==> src/hw/rtl/tchf_pkg.sv <==
// Package for the TLS client hello fingerprint block.
// Holds parse phase codes, constants, channel item types and datapath command/status types.
// No dependencies.
`timescale 1ns / 1ps
package tchf_pkg;

    localparam int LENGTH_BITS_DEF = 16;

    localparam logic [3:0] PH_HEADER  = 4'd0;
    localparam logic [3:0] PH_SID     = 4'd1;
    localparam logic [3:0] PH_CSLEN   = 4'd2;
    localparam logic [3:0] PH_SUITES  = 4'd3;
    localparam logic [3:0] PH_COMP    = 4'd4;
    localparam logic [3:0] PH_EXTLEN  = 4'd5;
    localparam logic [3:0] PH_EXT     = 4'd6;
    localparam logic [3:0] PH_EXTDONE = 4'd7;

    localparam logic [7:0]  REC_HANDSHAKE = 8'h16;
    localparam logic [7:0]  HS_CLIENT_HELLO = 8'h01;
    localparam logic [15:0] GREASE_MASK = 16'h0F0F;
    localparam logic [15:0] GREASE_VAL  = 16'h0A0A;
    localparam logic [31:0] SEED_FIRST  = 32'd5381;
    localparam logic [31:0] SEED_SECOND = 32'h9E3779B9;
    localparam logic [15:0] MIN_LEN     = 16'd43;

    localparam logic [7:0] CH_COMMA = 8'd44;
    localparam logic [7:0] CH_DASH  = 8'd45;
    localparam logic [7:0] CH_ZERO  = 8'd48;

    // input item: one payload byte
    typedef struct packed {
        logic [7:0]  data_byte;
        logic [15:0] frame_len;
        logic        first_byte;
    } tchf_in_t;

    // result item: one fingerprint
    typedef struct packed {
        logic        fingerprint_valid;
        logic [15:0] client_version;
        logic [14:0] suite_count;
        logic [13:0] extension_count;
        logic [31:0] hash_first;
        logic [31:0] hash_second;
        logic [31:0] hash_mixed_xor;
        logic [31:0] hash_mixed_sum;
    } tchf_out_t;

    // commands from controller to datapath
    typedef struct packed {
        logic        clear;     // reset hash and digit engine
        logic        start_num; // load number (with optional prefix/suffix)
        logic [15:0] num;
        logic        pre_dash;
        logic        post_comma;
        logic        comma_only;
    } tchf_cmd_t;

    typedef struct packed {
        logic        busy;
        logic [31:0] h1;
        logic [31:0] h2;
    } tchf_sts_t;

endpackage

==> src/hw/rtl/tchf_hash_dp.sv <==
// Datapath: decimal digit extraction and the two djb2-xor hashes.
// One character per cycle. Depends on tchf_pkg.
`timescale 1ns / 1ps
module tchf_hash_dp (
    input  logic               clk,
    input  logic               rst_n,
    input  tchf_pkg::tchf_cmd_t cmd,
    output tchf_pkg::tchf_sts_t sts
);
    localparam logic [7:0] CHZ = 8'd0;

    logic [31:0] h1_reg, h1_next, h2_reg, h2_next;
    logic [15:0] val_reg, val_next;
    logic [15:0] pow_reg, pow_next;
    logic        dash_reg, dash_next, comma_reg, comma_next;
    logic        active_reg, active_next;
    logic [7:0]  ch;
    logic        fire;
    logic [3:0]  dig;
    logic [19:0] rem;
    logic [19:0] pw;

    function automatic logic [15:0] top_pow(input logic [15:0] v);
        if (v >= 16'd10000)     top_pow = 16'd10000;
        else if (v >= 16'd1000) top_pow = 16'd1000;
        else if (v >= 16'd100)  top_pow = 16'd100;
        else if (v >= 16'd10)   top_pow = 16'd10;
        else                    top_pow = 16'd1;
    endfunction

    always_comb
    begin
        dig = 4'd0;
        pw = {4'd0, pow_reg};
        rem = {4'd0, val_reg};
        if (rem >= (pw << 3)) begin dig = dig + 4'd8; rem = rem - (pw << 3); end
        if (rem >= (pw << 2)) begin dig = dig + 4'd4; rem = rem - (pw << 2); end
        if (rem >= (pw << 1)) begin dig = dig + 4'd2; rem = rem - (pw << 1); end
        if (rem >= pw)        begin dig = dig + 4'd1; rem = rem - pw; end
    end

    always_comb
    begin
        h1_next = h1_reg;
        h2_next = h2_reg;
        val_next = val_reg;
        pow_next = pow_reg;
        dash_next = dash_reg;
        comma_next = comma_reg;
        active_next = active_reg;
        ch = CHZ;
        fire = 1'b0;
        if (active_reg) begin
            fire = 1'b1;
            if (dash_reg) begin
                ch = tchf_pkg::CH_DASH;
                dash_next = 1'b0;
            end else if (pow_reg != 16'd0) begin
                ch = tchf_pkg::CH_ZERO + {4'd0, dig};
                val_next = rem[15:0];
                // pow / 10 via small table
                case (pow_reg)
                    16'd10000: pow_next = 16'd1000;
                    16'd1000:  pow_next = 16'd100;
                    16'd100:   pow_next = 16'd10;
                    16'd10:    pow_next = 16'd1;
                    default:   pow_next = 16'd0;
                endcase
                if (pow_reg == 16'd1 && !comma_reg) active_next = 1'b0;
            end else begin
                ch = tchf_pkg::CH_COMMA;
                comma_next = 1'b0;
                active_next = 1'b0;
            end
        end
        if (fire) begin
            h1_next = (h1_reg * 32'd33) ^ {24'd0, ch};
            h2_next = (h2_reg * 32'd33) ^ {24'd0, ch};
        end
        if (cmd.start_num) begin
            active_next = 1'b1;
            dash_next = cmd.pre_dash;
            comma_next = cmd.post_comma | cmd.comma_only;
            val_next = cmd.num;
            pow_next = cmd.comma_only ? 16'd0 : top_pow(cmd.num);
        end
        if (cmd.clear) begin
            h1_next = tchf_pkg::SEED_FIRST;
            h2_next = tchf_pkg::SEED_SECOND;
            active_next = 1'b0;
        end
    end

    always_ff @(posedge clk or negedge rst_n)
    begin
        if (!rst_n) begin
            h1_reg <= tchf_pkg::SEED_FIRST;
            h2_reg <= tchf_pkg::SEED_SECOND;
            active_reg <= 1'b0;
            dash_reg <= 1'b0;
            comma_reg <= 1'b0;
        end else begin
            h1_reg <= h1_next;
            h2_reg <= h2_next;
            active_reg <= active_next;
            dash_reg <= dash_next;
            comma_reg <= comma_next;
        end
    end

    always_ff @(posedge clk)
    begin
        val_reg <= val_next;
        pow_reg <= pow_next;
    end

    assign sts.busy = active_reg;
    assign sts.h1 = h1_reg;
    assign sts.h2 = h2_reg;
endmodule

==> config.mk <==
export PLATFORM = sky130hd
export DESIGN_NAME = tchf_hash_dp
export DESIGN_NICKNAME = d
export VERILOG_FILES = /design/src/hw/rtl/tchf_pkg.sv /design/src/hw/rtl/tchf_hash_dp.sv
export SDC_FILE = /design/constraint.sdc
export NUM_CORES = 1
export LEC_CHECK = 0
export BUFFER_PORTS_ARGS = -buffer_cell sky130_fd_sc_hd__buf_2
export CELL_PAD_IN_SITES_DETAIL_PLACEMENT = 0
export CELL_PAD_IN_SITES_GLOBAL_PLACEMENT = 1
export CORE_AREA = 5 5 155 157
export CTS_CLUSTER_DIAMETER = 120
export DETAILED_ROUTE_END_ITERATION = 12
export DIE_AREA = 0 0 160 162
export PLACE_DENSITY_LB_ADDON = 0.1
export RECOVER_POWER = 25
export SYNTH_ARGS = -nofsm -noshare
export SYNTH_HDL_FRONTEND = slang
export SYNTH_SLANG_ARGS = --single-unit
==> constraint.sdc <==
create_clock -name clk -period 15.8 [get_ports clk]
set_input_delay 1.58 -clock clk [delete_from_list [all_inputs] [get_ports clk]]
set_output_delay 1.58 -clock clk [all_outputs]
set_load 0.05 [all_outputs]
Word-level counts from Yosys, hierarchy flattened

Index checks and enable logic that the tools add are counted.

Bits of input ports: 23
Flip-flop bits (word level): 99
Output and inout bits: 65
Logic and storage cells: 85

Order comparisons: 8
Mux-type cells: 42
Add/sub/neg operators: 8
Equal/unequal tests: 7
$mul: 2
Reduce and logical (&&, ||, !) cells: 8
Bitwise gates (word level): 3

Operator list:

| kind                                                  | count |
|---|---|
| two-way mux 16 bit                                    | 10 |
| two-way mux 32 bit                                    | 4 |
| multiplier 32 x 6 -> 32 bit, second input constant    | 2 |
| XOR 32 x 8 -> 32 bit                                  | 2 |
| two-way mux 20 bit                                    | 3 |
| one-hot mux 10 bit (4 select lines)                   | 1 |
| two-way mux 7 bit                                     | 4 |
| >= comparator 20 x 16 -> 1 bit                        | 1 |
| >= comparator 20 x 17 -> 1 bit                        | 1 |
| >= comparator 20 x 18 -> 1 bit                        | 1 |
| two-way mux 4 bit                                     | 5 |
| subtractor 16 x 19 -> 20 bit                          | 1 |
| subtractor 20 x 17 -> 20 bit                          | 1 |
| subtractor 20 x 18 -> 20 bit                          | 1 |
| >= comparator 16 x 19 -> 1 bit                        | 1 |
| equality test 16 x 1 -> 1 bit, second input constant  | 1 |
| equality test 16 x 10 -> 1 bit, second input constant | 1 |
| equality test 16 x 14 -> 1 bit, second input constant | 1 |
| equality test 16 x 4 -> 1 bit, second input constant  | 1 |
| equality test 16 x 7 -> 1 bit, second input constant  | 1 |
| >= comparator 16 x 10 -> 1 bit, second input constant | 1 |
| >= comparator 16 x 14 -> 1 bit, second input constant | 1 |
| >= comparator 16 x 4 -> 1 bit, second input constant  | 1 |
| >= comparator 16 x 7 -> 1 bit, second input constant  | 1 |
| other kinds (15)                                      | 31 |

Longest topological paths before layout

Word-level depth: 15
Depth in mapped cells: 48
Gate-level depth less buffers: 42

Worst setup path before layout

No wires, ideal clock.

Kind: register to register
Start point: reg pow_reg[10]
End point: reg val_reg[5], data pin
Path buffers: 5
Data arrival time: 10.661 ns
Cell stages (with the launch flop): 42
Library setup time: 0.272 ns
Setup slack: 4.867 ns
Data required time: 15.528 ns
Clock period less this slack: 10.933 ns
Cells stage by stage: edfxtp_1 -> inv_1 -> ha_1 -> clkbuf_2 -> a2111oi_2 -> nor2_1 -> a21o_1 -> a31oi_1 -> clkbuf_1 -> clkbuf_1 -> o21ai_0 -> ha_1 -> or3_1 -> o22ai_1 -> o21ai_0 -> o41a_1 -> nor3_1 -> clkbuf_1 -> [... 6 more ...] -> o21a_1 -> o21ai_1 -> a2111oi_4 -> buf_2 -> mux2_2 -> ha_1 -> a21o_1 -> a21oi_1 -> nor2_1 -> a211o_1 -> o21a_1 -> o21a_1 -> o21ai_0 -> nand2b_1 -> o41ai_1 -> o2111ai_2 -> nor2_2 -> o211ai_1

Longest elaborated chain between the ends: 12
Elaborated cells on any way between the ends: 16
Classes of those cells: 4 x add/sub; 4 x order compare; 8 x mux

RTL lines:

| element                                                                        | RTL line            | text |
|---|---|---|
| start, declared                                                                | tchf_hash_dp.sv:14  | `logic [15:0] pow_reg, pow_next;` |
| start signal, assigned                                                         | tchf_hash_dp.sv:114 | `pow_reg <= pow_next;` |
| subtractor 16 x 19 -> 20 bit or >= comparator 16 x 19 -> 1 bit (tied branches) | tchf_hash_dp.sv:36  | `if (rem >= (pw << 3)) begin dig = dig + 4'd8; rem = rem - (pw << 3); end` |
| two-way mux 20 bit                                                             | tchf_hash_dp.sv:36  |  |
| subtractor 20 x 18 -> 20 bit or >= comparator 20 x 18 -> 1 bit (tied branches) | tchf_hash_dp.sv:37  | `if (rem >= (pw << 2)) begin dig = dig + 4'd4; rem = rem - (pw << 2); end` |
| two-way mux 20 bit                                                             | tchf_hash_dp.sv:37  |  |
| subtractor 20 x 17 -> 20 bit or >= comparator 20 x 17 -> 1 bit (tied branches) | tchf_hash_dp.sv:38  | `if (rem >= (pw << 1)) begin dig = dig + 4'd2; rem = rem - (pw << 1); end` |
| two-way mux 20 bit                                                             | tchf_hash_dp.sv:38  |  |
| >= comparator 20 x 16 -> 1 bit or subtractor 16 bit (tied branches)            | tchf_hash_dp.sv:39  | `if (rem >= pw) begin dig = dig + 4'd1; rem = rem - pw; end` |
| two-way mux 16 bit (*)                                                         | tchf_hash_dp.sv:39  |  |
| two-way mux 16 bit (*)                                                         | tchf_hash_dp.sv:58  | `end else if (pow_reg != 16'd0) begin` |
| two-way mux 16 bit (*)                                                         | tchf_hash_dp.sv:55  | `if (dash_reg) begin` |
| two-way mux 16 bit (*)                                                         | tchf_hash_dp.sv:53  | `if (active_reg) begin` |
| two-way mux 16 bit (*)                                                         | tchf_hash_dp.sv:80  | `if (cmd.start_num) begin` |
| via val_next[5]                                                                | tchf_hash_dp.sv:13  | `logic [15:0] val_reg, val_next;` |
| end signal, assigned                                                           | tchf_hash_dp.sv:113 | `val_reg <= val_next;` |
| end, declared                                                                  | tchf_hash_dp.sv:13  |  |

Mark *: on every way through the listed nets, which the timed path passes. The rest lies on a longest branch. The select of a mux whose other input is x is not followed.
A chain may end at the register's enable or synchronous reset.

Final worst setup path

Start point: reg pow_reg[10]
End point: reg val_reg[11], data pin

The elaborated chain is that of the path after synthesis.

==> flow_summary.yaml <==
synth:
  yosys.cell_types.count: 77
  yosysSeqAreaShare: 0.230
  synth_cells: 1201
  syn_nets: 1427
  synthArstFlopShare: 0.736
  synth.avg_cell_area_um2: 8.79
  synth_edf_count: 24
  synth_flop_cell: "dfrtp_1"
  syn_area_um2: 10600
  synth_warnings: 0
  ys_seq_elements: 91
timing:
  clock_skew_ns: 0.0149
  finalSetupViolCount: 0
  fmax_mhz: 83.0
  finalCriticalPeriod_ns: 12.05
  drv_slew: 68
  finalSetupTns_ns: 0
  timing.hold.ws_ns: 0.523
  fin_crit_sh: 0.763
  worst_pin_slew_ns: 3.75
  hold_viol_final: 0
  relSlewSlack: -1.50
  rsz0062_at_grt: "no"
clock_network:
  cts_tree: "yes"
  clock_sinks: 91
  clk_latency_ns: 0.36
  htree_levels: 3
  cts_root_buf: "clkbuf_16"
  numCtsBuffers: 9
  postCtsSetupBuffers: 0
  cts_max_path_buffers: 2
  clk_pin_slew_ns: 0.07
  cts_hold_buffers: 0
  cts_resized: 0
global_routing:
  met3_usage: 0.0312
  busiest_layer: "met2"
  grt_max_degree: 70
  grt_pass1_wl_um: 48500
  met1_usage: 0.305
  grt_pass1_vias: 9252
  overflow: 0
  groute.usage.overall: 0.230
  antenna_found_initial: 0
  use_met2: 0.388
worst_setup_path:
  cp.arrival_ns: 12.16
  startpoint_type: "register"
  worst_setup_path_end_kind: "register"
  cp_slowest_cell: "a31oi_2"
  required_ns: 15.91
  cp_common_cell: "a21o_1"
  crit_type: "reg -> reg"
  critPathMaxStageDelay_ns: 0.80
  critical_path.max_fanout: 26
cells_and_area:
  n_antenna_cell: 0
  seqCellArea_um2: 2430
  n_fill_cell: 2141
  final_core_util: 0.516
  areaGrowthSynthToFinish_pct: 9.34
  nets: 1496
  multiInputGateArea_um2: 7830
  design_area_um2: 11500
  drive_gt1_frac: 0.128
route:
  vias: 9324
  drc: 0
  drt_pass1_iterations: 5
  ant_nets: 0
  vias_per_cell: 5.98
  wl_per_cell_um: 19.3
  routed_wl_um: 30100
  drtIter0Drc: 581
placed_design:
  hpwl_um: 23400
  numPortBuffers: 87
  placed_area_um2: 11300
  gp_congestion: 0.955
job:
  maxCapViolations: 1
die:
  num_rows: 55
  core-area_um2: 22400
  dieArea_um2: 25900
  die_width_um: 160
  start_util: 0.472
  dieHeight_um: 162
  io_pins: 88
hold_path:
  hold_path.class: "reg -> reg"
outcome:
  status: "finished with violations"
  violations: "capacitance limit, slew limit"
[kinds of logic (layout without fill, tap and decap cells)]
| family | count (synthesis) | in the layout | synth area share |
|---|---|---|---|
| AOI/OAI and AO/OA | 339 | 339 | 0.221 |
| buffers and inverters | 79 | 153 | 0.0294 |
| muxes | 34 | 34 | 0.0329 |
| and+or+nand+nor | 371 | 371 | 0.173 |
| adders and majority gates | 203 | 203 | 0.245 |
| DFF | 91 | 91 | 0.230 |
| xor gates and xnor gates | 84 | 84 | 0.0697 |
[cells in the mapped netlist, types with 5 or more instances]
cell / count / area share
buf_1: 5 / 0.0018
dfstp_2: 25 / 0.062
clkbuf_1: 22 / 0.0078
o31a_1: 6 / 0.0050
dfrtp_1: 42 / 0.10
mux2i_1: 28 / 0.027
and3_1: 14 / 0.0083
a31o_2: 5 / 0.0041
o21ai_0: 68 / 0.032
nand3_1: 28 / 0.013
edfxtp_1: 24 / 0.068
a21oi_1: 80 / 0.038
o31ai_1: 16 / 0.011
o311ai_1: 6 / 0.0050
nand2_1: 78 / 0.028
a211o_1: 9 / 0.0075
xor2_1: 27 / 0.022
a31oi_1: 17 / 0.010
nor2_1: 109 / 0.039
inv_1: 44 / 0.016
o41ai_1: 6 / 0.0050
fa_1: 6 / 0.011
nor3b_1: 5 / 0.0036
xnor2_1: 57 / 0.047
o211ai_1: 9 / 0.0064
and2_1: 9 / 0.0053
nand2b_1: 15 / 0.0089
nor2b_1: 11 / 0.0065
nor4_1: 7 / 0.0041
nand4_1: 22 / 0.013
a21o_1: 28 / 0.020
or2_2: 7 / 0.0041
or3_1: 14 / 0.0083
a211oi_1: 16 / 0.011
o21bai_1: 15 / 0.011
a22o_1: 5 / 0.0041
nor3_1: 33 / 0.016
o21a_1: 11 / 0.0078
ha_1: 197 / 0.23
mux2_2: 6 / 0.0064
[final timing paths]
path | start | endpoint | slack, ns | cells after the start
setup / recovery | pow_reg[10] | val_reg[11] | 3.75 | 39
hold / removal | h2_reg[31] | h2_reg[31] | 0.52 | 2
setup reg to reg | pow_reg[10] | val_reg[11] | 3.75 | 39
hold reg to reg | h2_reg[31] | h2_reg[31] | 0.52 | 2
max in group asynchronous | rst_n | active_reg | 10.90 | 1
min in group asynchronous | rst_n | h2_reg[15] | 2.52 | 1
[per-stage QoR]
step,instances,setup WS (ns)
floorplan,1201,4.87
global placement,1544,4.10
detailed placement,1544,3.89
CTS,1560,3.87
global route,1560,2.78
finish,1560,3.75
[final cells by class]
cell class              instances  share of cell area
well taps                     285              0.0309
clock buffers                  11              0.0202
clock inverters                 5             0.00466
inverters                      45              0.0146
flip-flops and latches         91               0.210
repair buffers                 92              0.0409
multi-input cells            1031               0.678
[metal layers]
layer  share of wire  up-vias
li1                -     4669
met1            0.46     4389
met2            0.47      219
met3           0.042       47
met4           0.031        0
met5               0        -
[cell usage in the layout (no fill, tap or decap), drive strengths merged, types with 8 or more instances in the layout]
master  instances
dfrtp          42
a211o           9
nand3          28
nor3           33
mux2i          28
o311ai          8
or2             8
nand2b         15
and2            9
ha            197
clkbuf         12
nand2          78
edfxtp         24
a21o           28
nor2b          11
dfstp          25
nor4            8
o31ai          18
o21ai          71
a21oi          80
a31o            8
o21bai         15
buf            91
nor2          110
and3           14
o211ai          9
xor2           27
nand4          22
a211oi         16
inv            45
o21a           11
a31oi          18
xnor2          57
or3            14
[critical path: cells and delay by family, from the launching register on]
kind,cells,cell delay (ns)
multiplexers,1,0.40
AND/OR/NAND/NOR,7,1.09
flip-flops,1,0.41
buffers and inverters,2,0.87
adder cells (fa/ha/maj),4,1.50
AO/OA/AOI/OAI,25,7.49
Power is left out: the tool's default activity adds up to more than one toggle a clock period on the data nets, which glitch-free logic cannot reach.
