`src/hw/rtl/tchf_pkg.sv`:
```
// Package for the TLS client hello fingerprint block.
// Holds parse phase codes, constants, channel item types and datapath command/status types.
// No dependencies.
`timescale 1ns / 1ps
package tchf_pkg;

    localparam int LENGTH_BITS_DEF = 16;

    localparam logic [3:0] PH_HEADER  = 4'd0;
    localparam logic [3:0] PH_SID     = 4'd1;
    localparam logic [3:0] PH_CSLEN   = 4'd2;
    localparam logic [3:0] PH_SUITES  = 4'd3;
    localparam logic [3:0] PH_COMP    = 4'd4;
    localparam logic [3:0] PH_EXTLEN  = 4'd5;
    localparam logic [3:0] PH_EXT     = 4'd6;
    localparam logic [3:0] PH_EXTDONE = 4'd7;

    localparam logic [7:0]  REC_HANDSHAKE = 8'h16;
    localparam logic [7:0]  HS_CLIENT_HELLO = 8'h01;
    localparam logic [15:0] GREASE_MASK = 16'h0F0F;
    localparam logic [15:0] GREASE_VAL  = 16'h0A0A;
    localparam logic [31:0] SEED_FIRST  = 32'd5381;
    localparam logic [31:0] SEED_SECOND = 32'h9E3779B9;
    localparam logic [15:0] MIN_LEN     = 16'd43;

    localparam logic [7:0] CH_COMMA = 8'd44;
    localparam logic [7:0] CH_DASH  = 8'd45;
    localparam logic [7:0] CH_ZERO  = 8'd48;

    // input item: one payload byte
    typedef struct packed {
        logic [7:0]  data_byte;
        logic [15:0] frame_len;
        logic        first_byte;
    } tchf_in_t;

    // result item: one fingerprint
    typedef struct packed {
        logic        fingerprint_valid;
        logic [15:0] client_version;
        logic [14:0] suite_count;
        logic [13:0] extension_count;
        logic [31:0] hash_first;
        logic [31:0] hash_second;
        logic [31:0] hash_mixed_xor;
        logic [31:0] hash_mixed_sum;
    } tchf_out_t;

    // commands from controller to datapath
    typedef struct packed {
        logic        clear;     // reset hash and digit engine
        logic        start_num; // load number (with optional prefix/suffix)
        logic [15:0] num;
        logic        pre_dash;
        logic        post_comma;
        logic        comma_only;
    } tchf_cmd_t;

    typedef struct packed {
        logic        busy;
        logic [31:0] h1;
        logic [31:0] h2;
    } tchf_sts_t;

endpackage

```
`src/hw/rtl/tchf_parse_ctrl.sv`:
```
// Controller: ClientHello parse state machine and result staging.
// Issues number/character commands to the hash datapath. Depends on tchf_pkg.
`timescale 1ns / 1ps
module tchf_parse_ctrl #(
    parameter int LENGTH_BITS = tchf_pkg::LENGTH_BITS_DEF
) (
    input  logic                clk,
    input  logic                rst_n,
    input  logic                in_valid,
    output logic                in_ready,
    input  logic [7:0]          data_byte,
    input  logic [15:0]         frame_len,
    input  logic                first_byte,
    output logic                out_valid,
    input  logic                out_ready,
    output logic [173:0]        out_data,
    output tchf_pkg::tchf_cmd_t cmd,
    input  tchf_pkg::tchf_sts_t sts
);
    localparam int LB = LENGTH_BITS;

    logic [LB-1:0] pos_reg, pos_next;
    logic [3:0]    ph_reg, ph_next;
    logic [7:0]    acc_reg, acc_next;
    logic [17:0]   send_reg, send_next;
    logic [16:0]   eend_reg, eend_next;
    logic [17:0]   skip_reg, skip_next;
    logic [14:0]   sc_reg, sc_next;
    logic [13:0]   ec_reg, ec_next;
    logic          empty_reg, empty_next;
    logic          fail_reg, fail_next;
    logic [15:0]   ver_reg, ver_next;
    logic          fin_reg, fin_next;   // result pending after hash drains
    logic          fval_reg, fval_next;
    logic          ov_reg;
    logic [173:0]  od_reg;

    logic          take;
    logic [17:0]   p, len;
    logic [15:0]   v;
    logic          nongrease;
    logic [17:0]   d;

    assign in_ready = !sts.busy && !fin_reg;
    assign take = in_valid && in_ready;

    always_comb
    begin
        pos_next = pos_reg; ph_next = ph_reg; acc_next = acc_reg;
        send_next = send_reg; eend_next = eend_reg; skip_next = skip_reg;
        sc_next = sc_reg; ec_next = ec_reg; empty_next = empty_reg;
        fail_next = fail_reg; ver_next = ver_reg; fin_next = fin_reg;
        fval_next = fval_reg;
        cmd = '0;
        p = 18'd0; len = 18'd0; v = 16'd0; d = 18'd0; nongrease = 1'b0;
        if (take) begin
            if (first_byte) begin
                pos_next = '0; ph_next = tchf_pkg::PH_HEADER; acc_next = '0;
                send_next = '0; eend_next = '0; skip_next = '0;
                sc_next = '0; ec_next = '0; empty_next = 1'b1;
                fail_next = 1'b0; ver_next = '0;
                cmd.clear = 1'b1;
                p = 18'd0;
            end else begin
                p = {{(18-LB){1'b0}}, pos_reg};
            end
            len = {{(18-LB){1'b0}}, frame_len[LB-1:0]};
            v = {acc_next, data_byte};
            nongrease = (v & tchf_pkg::GREASE_MASK) != tchf_pkg::GREASE_VAL;
            if (!fail_next) begin
                case (ph_next)
                    tchf_pkg::PH_HEADER:
                    begin
                        if (p == 18'd0 && data_byte != tchf_pkg::REC_HANDSHAKE)
                            fail_next = 1'b1;
                        else if (p == 18'd5 && data_byte != tchf_pkg::HS_CLIENT_HELLO)
                            fail_next = 1'b1;
                        else if (p == 18'd9)
                            acc_next = data_byte;
                        else if (p == 18'd10) begin
                            ver_next = v;
                            cmd.start_num = 1'b1; cmd.num = v; cmd.post_comma = 1'b1;
                        end else if (p == 18'd43) begin
                            skip_next = 18'd44 + {10'd0, data_byte};
                            if (skip_next + 18'd2 > len) fail_next = 1'b1;
                            ph_next = tchf_pkg::PH_SID;
                        end
                    end
                    tchf_pkg::PH_SID:
                    begin
                        if (p == skip_next) begin
                            acc_next = data_byte; ph_next = tchf_pkg::PH_CSLEN;
                        end
                    end
                    tchf_pkg::PH_CSLEN:
                    begin
                        send_next = p + 18'd1 + {2'd0, v};
                        if (send_next > len) fail_next = 1'b1;
                        skip_next = p + 18'd1;
                        empty_next = 1'b1;
                        ph_next = tchf_pkg::PH_SUITES;
                    end
                    tchf_pkg::PH_SUITES:
                    begin
                        if (p >= send_next) begin
                            if (p >= len) fail_next = 1'b1;
                            else begin
                                cmd.start_num = 1'b1; cmd.comma_only = 1'b1;
                                empty_next = 1'b1;
                                skip_next = p + 18'd1 + {10'd0, data_byte};
                                if (skip_next + 18'd2 > len) fail_next = 1'b1;
                                ph_next = tchf_pkg::PH_COMP;
                            end
                        end else if (p == skip_next) begin
                            if (p + 18'd2 <= send_next) acc_next = data_byte;
                        end else if (p == skip_next + 18'd1) begin
                            skip_next = p + 18'd1;
                            if (nongrease) begin
                                sc_next = sc_next + 15'd1;
                                cmd.start_num = 1'b1; cmd.num = v;
                                cmd.pre_dash = !empty_next;
                                empty_next = 1'b0;
                            end
                        end
                    end
                    tchf_pkg::PH_COMP:
                    begin
                        if (p == skip_next) begin
                            acc_next = data_byte; ph_next = tchf_pkg::PH_EXTLEN;
                        end
                    end
                    tchf_pkg::PH_EXTLEN:
                    begin
                        d = p + 18'd1 + {2'd0, v};
                        eend_next = (d > len) ? len[16:0] : d[16:0];
                        skip_next = p + 18'd1;
                        ph_next = tchf_pkg::PH_EXT;
                    end
                    tchf_pkg::PH_EXT:
                    begin
                        if (p >= skip_next) begin
                            d = p - skip_next;
                            if (d == 18'd0) begin
                                if (skip_next + 18'd4 > {1'b0, eend_next})
                                    ph_next = tchf_pkg::PH_EXTDONE;
                                else acc_next = data_byte;
                            end else if (d == 18'd1) begin
                                if (nongrease) begin
                                    ec_next = ec_next + 14'd1;
                                    cmd.start_num = 1'b1; cmd.num = v;
                                    cmd.pre_dash = !empty_next;
                                    empty_next = 1'b0;
                                end
                            end else if (d == 18'd2) begin
                                acc_next = data_byte;
                            end else if (d == 18'd3) begin
                                skip_next = p + 18'd1 + {2'd0, v};
                            end
                        end
                    end
                    default: ;
                endcase
            end
            if (p + 18'd1 < len) begin
                pos_next = LB'(p + 18'd1);
            end else begin
                fin_next = 1'b1;
                fval_next = !fail_next && (len >= {2'd0, tchf_pkg::MIN_LEN}) &&
                            (ph_next == tchf_pkg::PH_EXT || ph_next == tchf_pkg::PH_EXTDONE);
            end
        end
        if (fin_reg && !sts.busy && (!ov_reg || out_ready)) begin
            fin_next = 1'b0;
            pos_next = '0; ph_next = tchf_pkg::PH_HEADER; acc_next = '0;
            send_next = '0; eend_next = '0; skip_next = '0;
            sc_next = '0; ec_next = '0; empty_next = 1'b1;
            fail_next = 1'b0; ver_next = '0;
            cmd.clear = 1'b1;
        end
    end

    logic [31:0] h1m, h2m;
    assign h1m = fval_reg ? sts.h1 : 32'd0;
    assign h2m = fval_reg ? sts.h2 : 32'd0;

    always_ff @(posedge clk or negedge rst_n)
    begin
        if (!rst_n) begin
            pos_reg <= '0; ph_reg <= tchf_pkg::PH_HEADER; acc_reg <= '0;
            send_reg <= '0; eend_reg <= '0; skip_reg <= '0;
            sc_reg <= '0; ec_reg <= '0; empty_reg <= 1'b1;
            fail_reg <= 1'b0; ver_reg <= '0; fin_reg <= 1'b0;
            fval_reg <= 1'b0; ov_reg <= 1'b0;
        end else begin
            pos_reg <= pos_next; ph_reg <= ph_next; acc_reg <= acc_next;
            send_reg <= send_next; eend_reg <= eend_next; skip_reg <= skip_next;
            sc_reg <= sc_next; ec_reg <= ec_next; empty_reg <= empty_next;
            fail_reg <= fail_next; ver_reg <= ver_next; fin_reg <= fin_next;
            fval_reg <= fval_next;
            if (fin_reg && !sts.busy && (!ov_reg || out_ready))
                ov_reg <= 1'b1;
            else if (out_ready)
                ov_reg <= 1'b0;
        end
    end

    always_ff @(posedge clk)
    begin
        if (fin_reg && !sts.busy && (!ov_reg || out_ready))
            od_reg <= {fval_reg,
                       fval_reg ? ver_reg : 16'd0,
                       fval_reg ? sc_reg : 15'd0,
                       fval_reg ? ec_reg : 14'd0,
                       h1m, h2m, h1m ^ h2m, h1m + h2m};
    end

    assign out_valid = ov_reg;
    assign out_data = od_reg;
endmodule

```
`config.mk`:
```
export PLATFORM = sky130hd
export DESIGN_NAME = tchf_parse_ctrl
export DESIGN_NICKNAME = d
export VERILOG_FILES = /design/src/hw/rtl/tchf_pkg.sv /design/src/hw/rtl/tchf_parse_ctrl.sv
export SDC_FILE = /design/constraint.sdc
export NUM_CORES = 1
export LEC_CHECK = 0
export BUFFER_PORTS_ARGS = -buffer_cell sky130_fd_sc_hd__buf_4
export CORE_MARGIN = 4
export CORE_UTILIZATION = 50
export CTS_CLUSTER_DIAMETER = 30
export DETAILED_ROUTE_END_ITERATION = 12
export PLACE_DENSITY = 0.77
export SETUP_SLACK_MARGIN = 0.1
export SYNTH_ARGS = -nofsm -noshare
export SYNTH_HDL_FRONTEND = slang
export SYNTH_SLANG_ARGS = --single-unit
export TNS_END_PERCENT = 100
```
`constraint.sdc`:
```
create_clock -name clk -period 8.6 [get_ports clk]
set_input_delay 1.29 -clock clk [delete_from_list [all_inputs] [get_ports clk]]
set_output_delay 1.29 -clock clk [all_outputs]
set_load 0.01 [all_outputs]
```
After elaboration in Yosys (flattened, before gate mapping)
Index checks and enable logic that the tools add are counted.
Storage, ports and cells
  output and inout port bits: 197
  register bits after elaboration: 305
  input port bits: 94
Operators by class
  reductions and logical operators: 26
  $add $sub $neg: 13
  equal/unequal tests: 21
  $lt $le $gt $ge: 10
  mux-type cells: 169
  bitwise operators: 2
Operators by type and width (count)
  $mux 18: 32
  $mux 16: 14
  $mux 17: 12
  $mux 15: 10
  $mux 14: 10
  $mux 8: 17
  $mux 4: 18
  $pmux 18 s4: 1
  $mux 32: 2
  $pmux 17 s3: 1
  $mux 1: 45
  $add 18x1->18 const B: 2
  $add 18x2->18 const B: 2
  $eq 18x18->1: 2
  $eq 18x2->1 const B: 2
  $eq 18x4->1 const B: 2
  $ge 18x18->1: 2
  $gt 18x16->1: 2
  $logic_not 18->1: 2
  $add 32x32->32: 1
  $pmux 8 s4: 1
  $xor 32x32->32: 1
  $pmux 4 s7: 1
  $mux 21: 1
  36 further kinds: 58

Depth between registers and ports, before layout
Gate-level depths: netlist of the first run.
  word-level depth: 17
  depth in mapped cells: 30

Worst setup path before layout of the first run
Ideal clock, no wire load.
  path kind: in2out
  start: in first_byte
  end: out cmd[10] (netlist bit)
  data arrival time: 6380 ps
  stages on the path: 24
  setup slack: 930 ps
  path buffers: 12
  path through: buf_6 buf_6 buf_6 buf_2 buf_2 buf_2 buf_1 buf_1 clkbuf_1 buf_1 nor2b_1 ha_1 o21a_1 a2111oi_4 o22ai_1 a31oi_1 o21ai_1 xor2_1 nor3_2 a211oi_1 or4_1 buf_2 buf_6 nor2_4
RTL lines
  from (decl): line tchf_parse_ctrl.sv:13  | input logic first_byte,
  to (decl): line tchf_parse_ctrl.sv:17  | output tchf_pkg::tchf_cmd_t cmd,

==> metrics.md, run 1 <==
| Metric | Value |
|---|---|
| I/O pin cnt | roughly 290 |
| R2R depth | 21 |
| Syn Inst Count | ~2.4k |
| Top sig layer | met5 |
| Post-Syn Area | 22200 sq um |
| Sum of routed wire segments on met1 | 35400 microns |
| WL met2 | 41000 microns |
| RR Endpoint | eend_reg[14] |
| Largest net degree at the start of global routing | between 100 and 150 |
| CP Capture Type | output pin |
| Fmax | between 0.1 and 0.15 GHz |
| Setup Buffers After CTS | 0 |
| Hold crit path type | flop to flop |
| Synth top area cells | edfxtp_1 (23%), dfrtp_1 (15%), ha_1 (11%) |
| CTS sink cnt | ~300 |
| Core area | 43500 sq um |
| Slew @ Worst Pin | between 1 and 1.5 ns |
| Clk Latency, worst-skew pair | between 0.6 and 0.7 ns |
| Synth area leader | edfxtp_1 |
| Port Buffers | 290 |
| Final core utilization | ~64% |
| Iteration-0 DRC count of the detailed router | approximately 2.4k |
| Share of the synthesized area in the top cell type | about a quarter |
| Max-cap violation count | 0 |
| Final ANT Viol Nets | 0 |
| Type of the worst setup path | input pin to output pin |
| Final count of hold timing violations | 0 |
| Pwr/cell area | just under 200 nW/um^2 |
| Number of flops mapped to enable cells by yosys | roughly 170 |
| Ys flop type | edfxtp_1 |
| Mapped Nets | between 2k and 3k |
| Final worst-path cycle share | 86.5% |
| Die height | between 200 and 250 microns |
| Cts bufs inserted | 77 |
| Initial antenna violation count | 5 |
| Total gr overflow | 0 |
| Syn. warnings | 0 |
| GP Congestion | between 1 and 1.5 |
| Post-synth ARST share | a little over two fifths |
| CP endpoint | cmd[13] |
| Crit path time final | around 7.4 ns |
| Post-DR vias/cell | 6.48 |
| Worst Slack Setup Final | ~1.2 ns |
| DRC viols | 0 |
| Distinct cells, synth | roughly 110 |
| Die width | between 200 and 250 microns |
| Commonest non-fill, non-tap cell in the layout | buf_4 |
| Critical Path AT | roughly 6 ns |
| Max FFs per register | 173 |
| WP data required | 7.31 ns |
| Root buf cell | clkbuf_16 |
| Maximum VDD drop | about 150 uV |
| HPWL after DPL | roughly 70000 microns |
| Multi-input logic area | ~13000 sq um |
| Yosys reg bits | approximately 300 |
| Avg WL per Cell | 27.5 microns |
| CTS max path bufs | 3 |
| Hold buffers post-CTS | 0 |
| Pins Over Slew Limit | 0 |
| Worst-path fanout max | 50 |
| Layout cell share with drive strength beyond 1 | between 15 and 20% |
| Rel. slew slack | around a fifth |
| Worst Setup Start Kind | input pin |
| Mean post-synth cell area | ~9.4 sq um |
| Post_cts resized | 0 |
| H-tree levels | 3 |
| Area Overhead vs Synth | 25.5% |
| Met3 WL | 9720 microns |
| Register-to-register setup slack | 1.78 ns |
| Max Clock Skew | between 0.02 and 0.03 ns |
| Total GRT Usage | 37.0% |
| Final Instance Area | about 28000 sq um |
| Most frequent cells in the layout | buf_4 (344), nand2_1 (249), ha_1 (195) |
| Register Area | 8480 sq um |
| Register area share after synthesis | a little under two fifths |
| Setup TNS | 0 ns |
| Initial Util | between 50% and 60% |
| DR pass1 iterations | 6 |
| First-pass GRT wire length | 133000 microns |
| Final setup viols | 0 |
| Post-Place Worst Slack | 1.24 ns |
| Placed cell area | 25100 sq um |
| Vias in the first global route | 20.7k |
| Drt total wl | slightly above 90000 microns |
| Leakage | 12.7 nW |
| Unrepaired setup endpoints after global routing | false |
| Fillers | 3440 |
| Clock transition at path regs | 0.04 ns |
| CP Launch Point | first_byte |
| Number of cells on the worst hold path | 2 |
| Final #Nets | a little under 3k |
| CTS tree | built |
| R2R Path Start | pos_reg[1] |
| Via Count | about 22k |
| Status | finished clean |
| Num rows | 76 |
| Die area | around 48000 sq um |
-- final cells by class --
cell class              instances  share of cell area (%)
well taps                     585                    2.63
flip-flops and latches        304                    30.4
repair buffers                345                    9.31
diodes                          3                  0.0269
clock buffers                 100                    7.73
multi-input cells            1853                    46.4
inverters                      97                    1.33
clock inverters                40                    2.11
-- routing by layer --
metal  global-route usage (%)  vias up
li1                         -     9400
met1                     47.2    10500
met2                     58.0     1358
met3                     10.3      320
met4                     18.1        6
met5                        0        -
-- synthesized netlist by cell type (52+ instances only) --
library cell and number:
xnor2_1 95, inv_1 92, nor2_1 143, dfrtp_1 130
nand2_1 249, o21ai_0 115, and2_1 128, ha_1 195
a21oi_1 123, nor2b_1 52, nand3_1 69, edfxtp_1 173
clkbuf_1 80
-- critical path, cell delays in order --
cell and delay [ns]:
buf_4 0.28, inv_2 0.26, buf_4 0.37, nand2_1 0.15, inv_1 0.18, ha_1 0.23
inv_1 0.06, ha_1 0.21, or3_1 0.33, o2bb2ai_2 0.24, o21ai_0 0.15, xor2_1 0.18
a2111oi_4 0.39, nand4_4 0.23, nor3_2 0.34, a211oi_1 0.14, or4_1 0.40, buf_4 0.27
nor3b_2 0.24, buf_4 0.14
-- cell families (layout without fill, tap and decap cells) --
kind of cell    count (synthesis)  count (layout)  synth area share, %
buf+inv                       208             582                 3.76
xor+xnor                      132             132                 5.24
other cells                     1               4               0.0169
compound gates                586             586                 18.3
flops                         304             304                 38.2
fa+ha+maj                     197             197                 11.2
simple gates                  907             907                 22.0
mux                            30              30                 1.36
-- where the power goes --
group / internal (mW) / leakage [nW] / switching (mW)
clock network: 2.10 / 1.33 / 0.948
logic: 0.256 / 7.60 / 0.474
registers: 1.55 / 3.79 / 0.0440
total: 3.90 / 12.7 / 1.47
-- stage by stage --
stage               instances  total power, mW  hold slack, ns
CTS                      3324             5.35           0.482
global placement         3184             2.31           0.455
finish                   3327             5.37           0.487
floorplan                2365             2.03           0.442
global route             3324             5.51           0.499
detailed placement       3184             2.31           0.474
-- worst min-delay path by stage --
| stage | to | start | slack (ns) |
|---|---|---|---|
| after global routing | send_reg[0] | send_reg[0] | 0.50 |
| after global placement | send_reg[0] | send_reg[0] | 0.46 |
| after CTS | send_reg[0] | send_reg[0] | 0.48 |
| after floorplan | eend_reg[0] | eend_reg[0] | 0.44 |
| after detailed placement | ver_reg[15] | ver_reg[15] | 0.47 |
| final | send_reg[0] | send_reg[0] | 0.49 |
No activity file was read; power rests on OpenSTA's default activity.
==> run 2: changes to the inputs <==
- BUFFER_PORTS_ARGS: -buffer_cell sky130_fd_sc_hd__buf_4 -> -buffer_cell sky130_fd_sc_hd__buf_2
==> run 2 against run 1 <==
Effect of this change:
- via count up 0.57%
- worst setup slack better by 0.0073 ns
- power down 2.1%
- global-route usage down 0.64 points
- largest power group unchanged
- combinational power down 2%
- sequential power about the same
- critical endpoint is now cmd[7]
- critical path depth down 3
- clock-buffer cell count down 5
- register-to-register slack worse by 0.09 ns
- first-iteration DRC count up 9.9%
- wire length down 1.6%
- clock skew down 0.0066 ns
==> metrics.md, run 2 (same netlist as run 1, synthesis figures left out) <==
| Metric | Value |
|---|---|
| Post-route non-filler standard cell count | ~3.3k |
| Layout cell share with drive strength beyond 1 | approximately a fifth |
| Sw Share | between 20 and 30% |
| Inst Count DP | 3177 |
| Worst path top cell family by delay | buffers and inverters |
| Clk Latency, worst-skew pair | 0.61 ns |
| Crit path time final | approximately 7.4 ns |
| DRC viols | 0 |
| First-pass GRT wire length | about 130000 microns |
| Setup TNS | 0 ns |
| Die area | 47800 sq um |
| H-tree levels | 3 |
| R2R depth | 21 |
| Worst Setup Start Kind | input pin |
| Vias in the first global route | 21.0k |
| Core area | around 43000 sq um |
| WP data required | between 7 and 8 ns |
| CTS tree | built |
| Multi-input logic area | around 13000 sq um |
| Register Area | roughly 8500 sq um |
| Flop pwr share | a little under a third |
| Diodes inserted | 0 |
| HPWL after DPL | 67200 microns |
| Largest net degree at the start of global routing | 100 |
| CP endpoint | cmd[7] |
| Pwr/cell area | 195 nW/um^2 |
| Cts bufs inserted | 77 |
| Final core utilization | between 60% and 70% |
| Pins Over Slew Limit | 0 |
| Maximum VDD drop | between 100 and 150 uV |
| Via Count | 21.7k |
| Fillers | ~3.5k |
| CP cell instances | buf_2 > buf_4 > nor2b_1 > inv_1 > ha_1 > nand4_1 > or2_1 > o22ai_1 > a31oi_1 > o21ai_1 > xor2_1 > nor3_2 > a211oi_1 > or4_1 > buf_4 > nor2_1 > buf_2 |
| Die height | 219 microns |
| Final count of hold timing violations | 0 |
| Drt total wl | between 90000 and 100000 microns |
| Post-DR vias/cell | 6.53 |
| GP Congestion | ~1.0 |
| Commonest non-fill, non-tap cell in the layout | buf_2 |
| Final #Nets | slightly below 3k |
| Slew @ Worst Pin | ~1.3 ns |
| Iteration-0 DRC count of the detailed router | 2670 |
| Worst path bufs/invs | 5 |
| Max-cap violation count | 0 |
| CTS sink cnt | slightly above 300 |
| Final setup viols | 0 |
| CP Capture Type | output pin |
| Final worst-path cycle share | between 80% and 90% |
| Critical Path AT | around 6.1 ns |
| Most frequent cells in the layout | buf_2 (289), nand2_1 (249), ha_1 (195) |
| I/O pin cnt | roughly 290 |
| Type of the worst setup path | input pin to output pin |
| Hold buffers post-CTS | 0 |
| CP Launch Point | first_byte |
| Hold crit path type | flop to flop |
| Setup Buffers After CTS | 0 |
| Critical path depth in cells | 17 |
| Logic pwr share | a little over an eighth |
| Post-Place Worst Slack | about 1.1 ns |
| Avg WL per Cell | ~27 microns |
| Final ANT Viol Nets | 0 |
| Fmax | 0.135 GHz |
| CTS max path bufs | 3 |
| Die width | 219 microns |
| Worst-path fanout max | 31 |
| Area Overhead vs Synth | 21.5% |
| Port Buffers | 290 |
| RR Endpoint | fail_reg |
| Clk pwr share | a little under three fifths |
| Post_cts resized | 0 |
| Num rows | between 70 and 80 |
| DR pass1 iterations | 8 |
| Initial antenna violation count | 1 |
| Clock transition at path regs | roughly 0.04 ns |
| Max Clock Skew | between 0.015 and 0.02 ns |
| Rel. slew slack | between 10 and 15% |
| Initial Util | 51.1% |
| Psw | roughly 1.5 mW |
| Total GRT Usage | 36.3% |
| Critical path's slowest cell | xor2_1 |
| Leakage | between 10 and 15 nW |
| Internal | about 3.8 mW |
| Final hold slack | roughly 0.47 ns |
| Worst stage delay on the critical path | 0.60 ns |
| Status | finished clean |
| Worst Slack Setup Final | 1.17 ns |
| Total gr overflow | 0 |
| Max FFs per register | ~170 |
| Register-to-register setup slack | roughly 1.7 ns |
| Unrepaired setup endpoints after global routing | false |
| Root buf cell | clkbuf_16 |
| R2R Path Start | pos_reg[2] |
[run 2: changes by cell type in the layout (fill, tap and decap cells not counted), sizes merged]
cell	delta
clkinv	+9
diode	-3
clkinvlp	+1
buf	-7
bufinv	-1
inv	-1
clkbuf	-5
[run 2: cell type report]
type	count	share of cell area, %
Timing Repair Buffer	338	6.74
Multi-Input combinational cell	1853	47.9
Clock buffer	95	7.62
Clock inverter	48	2.24
Sequential cell	304	31.4
Tap cell	585	2.71
Inverter	97	1.37
[run 2: routing by layer]
layer  track usage [%]  vias to the layer above  wire [microns]
met2              56.1                     1532           39500
met4              18.1                        2            5150
met3              9.62                      357           10200
met5                 0                        -              11
li1                  -                     9390               -
met1              47.4                    10400           35200
[run 2: how the worst min path moves through the flow]
| stage | cells after the start | start | slack [ns] | end |
|---|---|---|---|---|
| 2_1_floorplan | 2 | eend_reg[0] | 0.44 | eend_reg[0] |
| 3_3_place_gp | 2 | send_reg[0] | 0.46 | send_reg[0] |
| 3_5_place_dp | 2 | send_reg[0] | 0.46 | send_reg[0] |
| 4_1_cts | 2 | send_reg[0] | 0.47 | send_reg[0] |
| 5_1_grt | 1 | ver_reg[2] | 0.51 | ver_reg[2] |
| 6_report | 2 | send_reg[0] | 0.47 | send_reg[0] |
[run 2: stage by stage]
stage	power [mW]	area, sq um
detailed placement	2.29	24300
floorplan	2.03	22200
CTS	5.24	27000
global route	5.39	27000
finish	5.26	27000
global placement	2.28	24300
[run 2: power groups by stage]
stage          clock, mW  combinational (mW)  sequential, mW
6_report            2.95               0.718            1.59
5_1_grt             3.05               0.758            1.59
4_1_cts             2.97               0.689            1.58
3_5_place_dp           0               0.681            1.61
2_1_floorplan          0               0.443            1.59
3_3_place_gp           0               0.668            1.61
[run 2: worst min-delay path, delay by kind of cell, from the launching register on]
family / cells / cell delay [ns]
flops: 1 / 0.33
compound gates: 1 / 0.06
simple gates: 1 / 0.04
